[src/rtl/core/chkv_pkg.sv]
package chkv_pkg;
  localparam int KeyBytes    = 16;
  localparam int MaxBuckets  = 256;
  localparam int PoolEntries = 256;
  localparam int BktW        = $clog2(MaxBuckets);
  localparam int PoolW       = $clog2(PoolEntries);
  localparam int CntW        = PoolW + 1;
  localparam int KeyW        = 8 * KeyBytes;
  localparam int ByteIdxW    = $clog2(KeyBytes + 1);
  localparam logic [63:0] FnvBasis = 64'd1469598103934665603;
  localparam logic [63:0] FnvPrime = 64'd1099511628211;

  typedef enum logic [2:0] {
    StMiss     = 3'd0,
    StHit      = 3'd1,
    StInserted = 3'd2,
    StReplaced = 3'd3,
    StFull     = 3'd4
  } status_e;

  typedef enum logic [3:0] {
    SIdle,
    SHash,
    SMulLo,
    SMulHi,
    SMod,
    SHead,
    SRead,
    SCmp,
    SWrite,
    SOut
  } state_e;

  // hash core sequencer
  typedef enum logic [2:0] {HIdle, HByte, HM0, HM1, HM2, HMod, HDone} hash_state_e;

  // control towards the hash core
  typedef struct packed {
    logic start;
  } hash_ctrl_t;

  typedef struct packed {
    logic busy;
    logic done;
  } hash_stat_t;
endpackage

[src/rtl/core/chkv_hash.sv]
// byte-serial fnv-1a style hash on one 32x32 multiplier, then a bit-serial modulo
module chkv_hash (
  input  logic                    clk_i,
  input  logic                    rst_ni,
  input  chkv_pkg::hash_ctrl_t    ctrl_i,
  input  logic [chkv_pkg::KeyW-1:0] key_i,
  input  logic [8:0]              div_i,
  output chkv_pkg::hash_stat_t    stat_o,
  output logic [chkv_pkg::BktW-1:0] bucket_o
);
  import chkv_pkg::*;

  hash_state_e hst_q, hst_d;
  logic [63:0] h_q, h_d;
  logic [63:0] x_q, x_d;
  logic [63:0] acc_q, acc_d;
  logic [ByteIdxW-1:0] bi_q, bi_d;
  logic [6:0] bit_q, bit_d;
  logic [9:0] rem_q, rem_d;
  logic [7:0] cur_byte;
  logic [31:0] mul_a, mul_b;
  logic [63:0] mul_p;
  logic [9:0] rem_sh;

  assign cur_byte = key_i[8*bi_q[ByteIdxW-2:0] +: 8];
  assign mul_p    = mul_a * mul_b;
  assign rem_sh   = {rem_q[8:0], h_q[6'(bit_q - 7'd1)]};

  always_comb begin
    unique case (hst_q)
      HM0:     begin mul_a = x_q[31:0];  mul_b = FnvPrime[31:0];  end
      HM1:     begin mul_a = x_q[63:32]; mul_b = FnvPrime[31:0];  end
      default: begin mul_a = x_q[31:0];  mul_b = FnvPrime[63:32]; end
    endcase
  end

  always_comb begin
    hst_d = hst_q; h_d = h_q; x_d = x_q; acc_d = acc_q;
    bi_d = bi_q; bit_d = bit_q; rem_d = rem_q;
    unique case (hst_q)
      HIdle: if (ctrl_i.start) begin
        hst_d = HByte; h_d = FnvBasis; bi_d = '0;
      end
      HByte: begin
        if (bi_q == ByteIdxW'(KeyBytes) || cur_byte == 8'd0) begin
          hst_d = HMod; bit_d = 7'd64; rem_d = '0;
        end else begin
          x_d = h_q ^ {56'd0, cur_byte};
          hst_d = HM0;
        end
      end
      HM0: begin acc_d = mul_p; hst_d = HM1; end
      HM1: begin acc_d = acc_q + {mul_p[31:0], 32'd0}; hst_d = HM2; end
      HM2: begin
        h_d = acc_q + {mul_p[31:0], 32'd0};
        bi_d = bi_q + ByteIdxW'(1);
        hst_d = HByte;
      end
      HMod: begin
        rem_d = (rem_sh >= {1'b0, div_i}) ? rem_sh - {1'b0, div_i} : rem_sh;
        bit_d = bit_q - 7'd1;
        if (bit_q == 7'd1) hst_d = HDone;
      end
      default: hst_d = HIdle;
    endcase
  end

  always_ff @(posedge clk_i or negedge rst_ni) begin
    if (!rst_ni) begin
      hst_q <= HIdle;
    end else begin
      hst_q <= hst_d;
    end
  end

  always_ff @(posedge clk_i) begin
    h_q <= h_d; x_q <= x_d; acc_q <= acc_d;
    bi_q <= bi_d; bit_q <= bit_d; rem_q <= rem_d;
  end

  assign stat_o.busy = (hst_q != HIdle);
  assign stat_o.done = (hst_q == HDone);
  assign bucket_o    = rem_q[BktW-1:0];

  a_rem_lt_div: assert property (@(posedge clk_i) disable iff (!rst_ni)
    stat_o.done |-> ({1'b0, rem_q} < {1'b0, div_i}))
    else $error("remainder not below divisor");
  a_done_pulse: assert property (@(posedge clk_i) disable iff (!rst_ni)
    stat_o.done |=> !stat_o.done)
    else $error("done held");
  a_start_idle: assert property (@(posedge clk_i) disable iff (!rst_ni)
    (ctrl_i.start && hst_q == HIdle) |=> hst_q == HByte)
    else $error("start lost");
endmodule

[config.mk]
export PLATFORM = sky130hd
export DESIGN_NAME = chkv_hash
export DESIGN_NICKNAME = d
export VERILOG_FILES = /design/src/rtl/core/chkv_pkg.sv /design/src/rtl/core/chkv_hash.sv
export SDC_FILE = /design/constraint.sdc
export NUM_CORES = 1
export LEC_CHECK = 0
export BUFFER_PORTS_ARGS = -buffer_cell sky130_fd_sc_hd__buf_2
export CAP_MARGIN = 20
export CORE_MARGIN = 2
export CORE_UTILIZATION = 50
export DETAILED_ROUTE_END_ITERATION = 12
export PLACE_DENSITY = 0.66
export SLEW_MARGIN = 5
export SYNTH_ARGS = -nofsm -noshare
export SYNTH_HDL_FRONTEND = slang
export SYNTH_SLANG_ARGS = --single-unit
[constraint.sdc]
create_clock -name clk_i -period 10.69 [get_ports clk_i]
set_input_delay 1.069 -clock clk_i [delete_from_list [all_inputs] [get_ports clk_i]]
set_output_delay 1.069 -clock clk_i [all_outputs]
set_load 0.005 [all_outputs]
---- Word-level counts from Yosys, hierarchy flattened ----
Index checks and enable logic that the tools add are counted.
storage, ports and cells
  register bits after elaboration ......... 216
  logic and storage cells ................. 58
operators by class
  $add $sub $neg .......................... 4
  multiply operators ...................... 1
  $lt $le $gt $ge ......................... 2
  eq/ne operators ......................... 11
  shift-type cells ........................ 1
  muxes and demuxes ....................... 18
  bitwise gates (word level) .............. 2
  reduce and logical (&&, ||, !) cells .... 12
operators with widths
  cell                                                                   number
  64-bit case mux with 2 select lines                                    2
  128-bit by 8-bit variable part select with 8-bit output                1
  64-bit adder                                                           1
  32-bit by 32-bit multiplier with 64-bit output                         1
  64-bit two-way mux                                                     1
  64-bit by 8-bit XOR with 64-bit output                                 1
  32-bit two-way mux                                                     1
  9-bit two-way mux                                                      2
  3-bit case mux with 6 select lines                                     1
  9-bit case mux with 2 select lines                                     1
  7-bit case mux with 2 select lines                                     1
  10-bit by 9-bit greater-or-equal comparator with 1-bit output          1
  5-bit case mux with 2 select lines                                     1
  3-bit equality test, second input constant                             3
  3-bit two-way mux                                                      3
  9-bit subtractor                                                       1
  8-bit logical NOT                                                      1
  8-bit two-way mux                                                      1
  2-bit AND reduction                                                    4
  7-bit by 1-bit equality test with 1-bit output, second input constant  1
  6-bit by 7-bit < comparator with 1-bit output, second input constant   1
  7-bit two-way mux                                                      1
  7-bit by 1-bit subtractor with 7-bit output, second input constant     1
  1-bit binary-select mux with 6-bit select                              1
  other kinds (13)                                                       18

---- Longest topological paths before layout ----
Gate-level depths: netlist (run 1).
  word-level depth ........................ 6
  depth in mapped cells ................... 35

---- Worst setup path after synthesis (run 1) ----
Ideal clock, no wire load.
  path kind ............................... reg2reg
  start ................................... register hst_q[1]
  end ..................................... register h_q[61], data pin
  arrival time ............................ 7.475 ns
  data required time ...................... 10.425 ns
  slack ................................... 2.950 ns
  cell stages (with the launch flop) ...... 35
  path through ............................ dfrtp_1 clkbuf_1 nand2b_1 clkbuf_1 inv_1 nand2_1 clkbuf_1 nand2_1 a21oi_1 ha_1 inv_1 fa_1 inv_1 fa_1 inv_1 fa_1 inv_1 ha_1 o211ai_1 a21oi_1 o41a_1 a21oi_1 or2_2 nand2_1 xor2_1 ha_1 clkbuf_1 a21o_1 a21o_1 a21oi_1 o21ai_0 a311oi_1 o21ai_0 xnor2_1 nor2_1
on the way
  word-level cells in the longest chain between the ends .. 6
  elaborated cells between the ends (all ways) .. 10
  those cells by class .................... 1 x add/sub; 1 x mul; 3 x eq/ne; 3 x mux; 2 x reduce/logical
RTL lines
  item                                                line             source
  start, declared                                     chkv_hash.sv:13  hash_state_e hst_q, hst_d;
  start signal, assigned                              chkv_hash.sv:70  hst_q <= HIdle;
  start signal, assigned                              chkv_hash.sv:72  hst_q <= hst_d;
  3-bit by 2-bit equality test with 1-bit output      chkv_hash.sv:30  unique case (hst_q)
  2-bit OR reduction (no source line) (*)             -
  8-bit two-way mux (*)                               chkv_hash.sv:30
  net mul_b[0]                                        chkv_hash.sv:21  logic [31:0] mul_a, mul_b;
  32-bit by 32-bit multiplier with 64-bit output (*)  chkv_hash.sv:26  assign mul_p = mul_a * mul_b;
  64-bit adder (*)                                    chkv_hash.sv:55  h_d = acc_q + {mul_p[31:0], 32'd0};
  64-bit case mux with 2 select lines (*)             chkv_hash.sv:40  unique case (hst_q)
  end signal, assigned                                chkv_hash.sv:77  h_q <= h_d; x_q <= x_d; acc_q <= acc_d;
  end, declared                                       chkv_hash.sv:14  logic [63:0] h_q, h_d;
Mark *: on every way through the listed nets, which the timed path passes. The rest lies on a longest branch.
A chain may end at the register's enable or synchronous reset.

---- Final worst setup path (run 1) ----
  start ................................... register hst_q[2]
  end ..................................... register h_q[60], data pin
Same word-level chain as after synthesis.

==> results_dict.tcl, run 1 <==
set metrics [dict create \
    outcome "finished, final reports clean" \
    critPathMaxFanout 32 \
    rows 70 \
    critPathKind "reg -> reg" \
    ctsHoldBuffers 0 \
    detail_route.iter0.violations 1002 \
    crit_path_start_kind "register" \
    ant_nets 0 \
    io_pins 150 \
    area_growth_syn_to_layout_pct 9.96 \
    grt_pass1_vias 13800 \
    cts_tree "yes" \
    dp_hpwl_mm 39.9 \
    grt_pass1_wl_mm 76.6 \
    synth-seq-cells 216 \
    numCtsBuffers 23 \
    place_area_um2 19500 \
    crit_path_end_kind "register" \
    critical_path_arrival_ns 9.31 \
    synth_seq_area_share 0.352 \
    crit_required_ns 10.91 \
    setup_tns_ns 0 \
    cts_resized 0 \
    routed_wl_mm 49.4 \
    setup_viol 0 \
    clock_latency_ns 0.50 \
    yosysTopAreaCell "edfxtp_1" \
    start_util 0.504 \
    finish.net_count 2305 \
    syn-num-nets 2183 \
    synthCells 1756 \
    path_clk_slew_ns 0.06 \
    drtPass1Iterations 5 \
    synth_edf_count 213 \
    antenna_found_initial 1 \
    cts_setup_buffers 0 \
    synthTopCellsByArea "edfxtp_1 35%, fa_1 13%, ha_1 12%" \
    antennaDiodeCount 0 \
    track_usage 0.262 \
    skew_ns 0.0139 \
    syn_area_per_cell_um2 10.5 \
    post-route-period-util 0.850 \
    worst_pin_slew_ns 1.13 \
    netlist_area_um2 18400 \
    gr-total-overflow 0 \
    final_area_um2 20200 \
    vias 13400 \
    relSlewSlack 0.246 \
    grt_max_degree 70 \
    cts-root-buf "clkbuf_16" \
    drv_slew 0 \
    clock-sinks 216 \
    htreeDepth 1 \
    place.gp.congestion 0.935 \
    clock_path_buffers 3 \
    die_y_um 196 \
    ys.flop_type "edfxtp_1" \
    min_period_ns 9.08 \
    io_buffers 149 \
    via_per_inst 5.68 \
    async_reset_ff_frac 0.0139 \
    post_route_cells_drive_above_1_share 0.141 \
    core_um2 36400 \
    wl_per_cell_um 20.9 \
    rsz0062_at_grt "no" \
    min_path_type "in -> async" \
    netlist-cell-type-count 63 \
    max_cap_violations 0 \
    fmax_mhz 110 \
    drc 0 \
    synth_warnings 0 \
    die_area_um2 38300 \
    dieWidth_um 196 \
    hold_viol_final 0 \
    synth_top_cell_area_share 0.348 \
]
[cells in the final DEF (no fill, tap or decap), types with 4 or more instances in the layout]
cell and instances:
nand3_1 22, mux4_2 58, o31ai_1 6, nor2_1 102
o21a_1 9, o21bai_1 7, mux2i_1 14, clkbuf_16 23
a311oi_1 4, clkbuf_1 8, nor2b_1 11, buf_4 14
ha_1 170, fa_1 117, a31oi_1 15, and2_1 30
edfxtp_1 213, a21oi_1 122, nand2b_1 34, a211oi_1 8
or3_1 11, nand4_1 12, and3_1 32, inv_1 286
nor3_1 25, a21boi_0 10, nand2_1 172, o21ai_0 41
nor4_1 5, xor2_1 31, xnor2_1 41, nor3b_1 4
a21o_1 27, buf_2 149
[logic make-up after synthesis]
logic type / share of synthesized area
compound gates: 0.0942
fa+ha+maj: 0.243
buf+inv: 0.0744
mux: 0.0806
xor+xnor: 0.0343
flops: 0.352
simple gates: 0.121
[critical path, stage by stage, from the launching register on]
cell and delay [ns]:
dfrtp_1 1.04, nand2b_1 0.35, inv_1 0.10, nand2_2 0.55, nand2_1 0.16, a21oi_1 0.31
ha_1 0.34, fa_1 0.57, inv_1 0.06, fa_1 0.47, fa_1 0.55, inv_1 0.04
ha_1 0.34, a21oi_1 0.32, a21boi_0 0.17, o21ai_0 0.21, a21boi_0 0.18, o21ai_0 0.24
nor3b_1 0.31, nor2_1 0.14, ha_1 0.37, and3_1 0.24, nand2_1 0.08, a2111oi_2 0.68
o2111ai_1 0.34, a211oi_1 0.35, o21a_1 0.18, o21ai_0 0.08
[path summary, 6_finish.rpt]
path                          start  endpoint  slack, ns  cells past startpoint
max                        hst_q[2]   h_q[60]       1.61                     27
min                          rst_ni  hst_q[2]       0.35                      1
max in group asynchronous    rst_ni  hst_q[1]      10.22                      1
min in group clk_i          h_q[47]   x_q[47]       0.45                      0
min reg2reg                 h_q[47]   x_q[47]       0.45                      0
max reg2reg                hst_q[2]   h_q[60]       1.61                     27
[registers in the layout, summed over array words and instances, names as in the netlist]
register / count
hst_q: 3
h_q: 64
bit_q: 7
acc_q: 64
x_q: 64
bi_q: 5
rem_q: 9
[metal layers]
layer  GRT usage  vias up  share of wire  routed length, um
met5           0        -        0.00026                 13
met4       0.107        2          0.047               2340
met3      0.0297       95          0.056               2770
met2       0.461      482           0.49              24200
met1       0.331     6530           0.41              20000
li1            -     6306              -                  -
[cells in the mapped netlist, drive strengths merged (11+ instances only)]
cell type,n
nand3,22
a31oi,15
ha,170
nor2b,11
nor3,25
xnor2,41
mux2i,14
edfxtp,213
a21o,27
fa,117
a21oi,123
mux4,58
nand2b,34
nand2,173
buf,21
nand4,12
o21ai,41
clkbuf,45
xor2,31
inv,286
and2,30
or3,11
nor2,105
and3,32
[area by class of cell]
class,count,area (um^2)
multi-input combinational,1188,10600
inverter,286,1070
sequential,216,6470
timing repair buffer,163,851
tap,468,586
fill,3269,16200
clock buffer,32,619
clock inverter,8,42.5
[stage by stage]
stage,setup WS (ns),utilization,cells,hold slack [ns]
after floorplan,2.95,-,1756,0.421
after global placement,1.74,0.536,2321,0.428
after detailed placement,1.70,0.536,2321,0.432
after CTS,1.64,0.555,2361,0.344
after global routing,1.06,0.555,2361,0.339
final,1.61,0.555,2361,0.354
Power of run 1 is left out: the tool's default activity adds up to more than one toggle a clock period on the data nets, which glitch-free logic cannot reach.
==> run 2, diff against run 1 <==
- clock period: 10.69 -> 9.1 ns (I/O delays scaled with it)
==> results_dict.tcl, run 2 (synthesized netlist as in run 1, its figures left out) <==
set metrics [dict create \
    grt_pass1_wl_mm 76.3 \
    drc 0 \
    slowest_delay_ns 0.63 \
    core_um2 36400 \
    layout_common_cells "286 x inv_1, 213 x edfxtp_1, 172 x nand2_1, 170 x ha_1, 149 x buf_2" \
    setup_tns_ns 0 \
    ant_nets 0 \
    cp.depth 27 \
    critPathMaxFanout 11 \
    cts_setup_buffers 0 \
    skew_ns 0.0291 \
    clock_path_buffers 3 \
    finish.net_count 2309 \
    die_y_um 196 \
    path_clk_slew_ns 0.06 \
    layout_commonest_cell "inv_1" \
    clock-sinks 216 \
    antennaDiodeCount 0 \
    die_area_um2 38300 \
    post_route_cells_drive_above_1_share 0.144 \
    drv_slew 0 \
    met3WireLength_mm 2.34 \
    min_path_type "in -> async" \
    met1_length_mm 20.3 \
    worst_pin_slew_ns 1.10 \
    antenna_found_initial 1 \
    max_cap_violations 0 \
    via_per_inst 5.68 \
    top_layer_used "met4" \
    dr_wl_met2_mm 24.7 \
    path_buf_inv 3 \
    wl_per_cell_um 20.8 \
    slowest_stage "dfrtp_1" \
    clock_latency_ns 0.52 \
    ctsHoldBuffers 0 \
    htreeDepth 1 \
    place.gp.congestion 0.927 \
    numCtsBuffers 23 \
    post-route-period-util 0.936 \
    io_buffers 149 \
    dp_hpwl_mm 39.8 \
    area_growth_syn_to_layout_pct 10.6 \
    routed_wl_mm 49.2 \
    reg_top3 "acc_q: 64 flops, h_q: 64 flops, x_q: 64 flops" \
    rows 70 \
    setup_viol 0 \
    cts-root-buf "clkbuf_16" \
    dieWidth_um 196 \
    fmax_mhz 117 \
    track_usage 0.261 \
    relSlewSlack 0.270 \
    reg2reg_depth 27 \
    worst_path_dominant_cell_family "compound AO/OA/AOI/OAI gates" \
    outcome "finished, final reports clean" \
    grt_max_degree 65 \
    vias 13400 \
    crit_path_end_kind "register" \
    critPathKind "reg -> reg" \
    nFillCells 3226 \
    min_period_ns 8.52 \
    crit_path_start_kind "register" \
    hold_viol_final 0 \
    grt_pass1_vias 13600 \
    gr-total-overflow 0 \
    start_util 0.504 \
    crit_required_ns 9.32 \
    drtPass1Iterations 7 \
    cts_tree "yes" \
    critical_path_arrival_ns 8.74 \
    detail_route.iter0.violations 1035 \
    rsz0062_at_grt "no" \
    io_pins 150 \
]
-- run 2: worst paths after layout --
kind,start,endpoint,slack [ns]
max,hst_q[0],h_q[59],0.58
min,rst_ni,hst_q[0],0.17
max reg2reg,hst_q[0],h_q[59],0.58
min reg2reg,h_q[11],x_q[11],0.45
max in group asynchronous,rst_ni,hst_q[2],8.82
min in group clk_i,h_q[11],x_q[11],0.45
-- run 2: per-layer routing --
layer,GRT usage,vias to the layer above
met5,0,-
met4,0.0892,0
met3,0.0229,87
met2,0.462,432
met1,0.340,6611
li1,-,6304
-- run 2: repair_timing --
item	4_1_cts	5_1_grt
setup endpoints to repair	0	4
gates resized for setup	0	4
hold endpoints to repair	0	0
-- run 2: layout make-up --
cell class              instances  area, um^2  share of cell area
clock buffers                  29         598              0.0294
clock inverters                13         119             0.00585
inverters                     286        1070              0.0528
multi-input cells            1189       10600               0.521
flip-flops and latches        216        6470               0.318
well taps                     468         586              0.0288
repair buffers                166         890              0.0438
-- run 2: per-stage QoR --
stage / setup slack [ns] / hold slack, ns / std cells / utilization / instance area [um^2]
floorplan: 1.36 / 0.421 / 1756 / - / 18400
global placement: 0.696 / 0.427 / 2323 / 0.537 / 19600
detailed placement: 0.567 / 0.432 / 2324 / 0.537 / 19600
CTS: 0.492 / 0.162 / 2366 / 0.557 / 20300
global route: 0.0598 / 0.169 / 2367 / 0.558 / 20300
finish: 0.580 / 0.171 / 2367 / 0.558 / 20300
-- run 2: worst register-to-register path: stages (launching register included) --
cell	delay (ns)
dfrtp_1	0.63
inv_1	0.34
nor2_4	0.38
nand2_1	0.14
a21oi_1	0.26
ha_1	0.33
fa_1	0.57
inv_1	0.06
fa_1	0.46
fa_1	0.57
inv_1	0.05
ha_1	0.35
a21oi_1	0.34
a21boi_0	0.20
o21ai_0	0.24
a21boi_0	0.20
o21ai_0	0.24
nor3b_1	0.35
nor2_1	0.13
ha_1	0.36
and3_1	0.20
and2_1	0.16
a22o_1	0.19
a311oi_1	0.48
o21ai_0	0.40
a21boi_0	0.30
xnor2_1	0.18
nor2_1	0.09
Power of run 2 is left out for the same reason.
==> run 3, diff against run 2 <==
- CTS_BUF_LIST: not set -> sky130_fd_sc_hd__clkbuf_8
==> results_dict.tcl, run 3 (synthesized netlist as in run 1, its figures left out) <==
set metrics [dict create \
    layout_common_cells "292 x inv_1, 213 x edfxtp_1, 172 x nand2_1, 170 x ha_1, 149 x buf_2" \
    fmax_mhz 117 \
    setup_viol 0 \
    critPathMaxFanout 11 \
    vias 13600 \
    cts_tree "yes" \
    antenna_found_initial 1 \
    core_um2 36400 \
    reg2reg_depth 27 \
    io_pins 150 \
    die_area_um2 38300 \
    io_buffers 149 \
    wl_per_cell_um 20.7 \
    crit_required_ns 9.32 \
    clock-sinks 216 \
    cts-root-buf "clkbuf_8" \
    routed_wl_mm 49.4 \
    critPathKind "reg -> reg" \
    track_usage 0.263 \
    hold_viol_final 0 \
    area_growth_syn_to_layout_pct 9.97 \
    max_cap_violations 0 \
    clock_path_buffers 3 \
    ant_nets 0 \
    setup_tns_ns 0 \
    crit_path_end_kind "register" \
    numCtsBuffers 35 \
    crit_path_start_kind "register" \
    start_util 0.504 \
    grt_pass1_vias 13700 \
    relSlewSlack 0.275 \
    clock_latency_ns 0.53 \
    place.gp.congestion 0.927 \
    outcome "finished, final reports clean" \
    grt_pass1_wl_mm 76.5 \
    gr-total-overflow 0 \
    antennaDiodeCount 0 \
    layout_commonest_cell "inv_1" \
    detail_route.iter0.violations 820 \
    ctsHoldBuffers 0 \
    finish.net_count 2321 \
    grt_max_degree 65 \
    die_y_um 196 \
    post_route_cells_drive_above_1_share 0.147 \
    rows 70 \
    worst_pin_slew_ns 1.09 \
    via_per_inst 5.68 \
    rsz0062_at_grt "no" \
    dieWidth_um 196 \
    path_clk_slew_ns 0.06 \
    drv_slew 0 \
    drc 0 \
    min_path_type "in -> async" \
    critical_path_arrival_ns 8.74 \
    min_period_ns 8.52 \
    skew_ns 0.0383 \
    htreeDepth 2 \
    dp_hpwl_mm 39.8 \
    post-route-period-util 0.936 \
    reg_top3 "acc_q: 64 flops, h_q: 64 flops, x_q: 64 flops" \
    drtPass1Iterations 8 \
]
[run 3: path summary, 6_finish.rpt]
| check | from | to | slack [ns] |
|---|---|---|---|
| max | hst_q[0] | h_q[59] | 0.58 |
| min | rst_ni | hst_q[0] | 0.20 |
| max reg2reg | hst_q[0] | h_q[59] | 0.58 |
| min reg2reg | h_q[14] | x_q[14] | 0.45 |
| max in group asynchronous | rst_ni | hst_q[2] | 8.79 |
| min in group clk_i | h_q[14] | x_q[14] | 0.45 |
[run 3: critical path, cell delays in order, from the launching register on]
cell and delay (ns):
dfrtp_1 0.63, inv_1 0.34, nor2_4 0.39, nand2_1 0.13, a21oi_1 0.26, ha_1 0.33
fa_1 0.58, inv_1 0.06, fa_1 0.46, fa_1 0.57, inv_1 0.05, ha_1 0.35
a21oi_1 0.35, a21boi_0 0.20, o21ai_0 0.24, a21boi_0 0.20, o21ai_0 0.23, nor3b_1 0.35
nor2_1 0.13, ha_1 0.36, and3_1 0.21, and2_1 0.16, a22o_1 0.19, a311oi_1 0.47
o21ai_0 0.41, a21boi_0 0.30, xnor2_1 0.18, nor2_1 0.10
[run 3: repair_timing]
item,4_1_cts,5_1_grt
resized for setup,0,4
setup endpoints to repair,0,2
setup buffers,0,0
[run 3: area by class of cell]
cell class              count  area, um^2
fillers                  3268       16200
multi-input cells        1189       10600
flip-flops and latches    216        6470
inverters                 286        1070
repair buffers            166         890
well taps                 468         586
clock buffers              35         482
clock inverters            27         116
[run 3: metal layers]
metal	global-route usage	vias up	share of wire	wire [um]
met5	0	-	0	0
met4	0.0923	0	0.038	1870
met3	0.0323	92	0.055	2730
met2	0.462	469	0.50	24700
met1	0.337	6657	0.41	20100
li1	-	6342	-	-
[run 3: metrics by stage]
stage / util / hold WS [ns] / area, um^2 / instances / worst slack [ns]
after floorplan: - / 0.421 / 18400 / 1756 / 1.36
after global placement: 0.537 / 0.427 / 19600 / 2323 / 0.696
after detailed placement: 0.537 / 0.432 / 19600 / 2324 / 0.567
after CTS: 0.554 / 0.178 / 20200 / 2386 / 0.523
after global routing: 0.555 / 0.177 / 20200 / 2387 / 0.0964
final: 0.555 / 0.198 / 20200 / 2387 / 0.578
Power of run 3 is left out for the same reason.
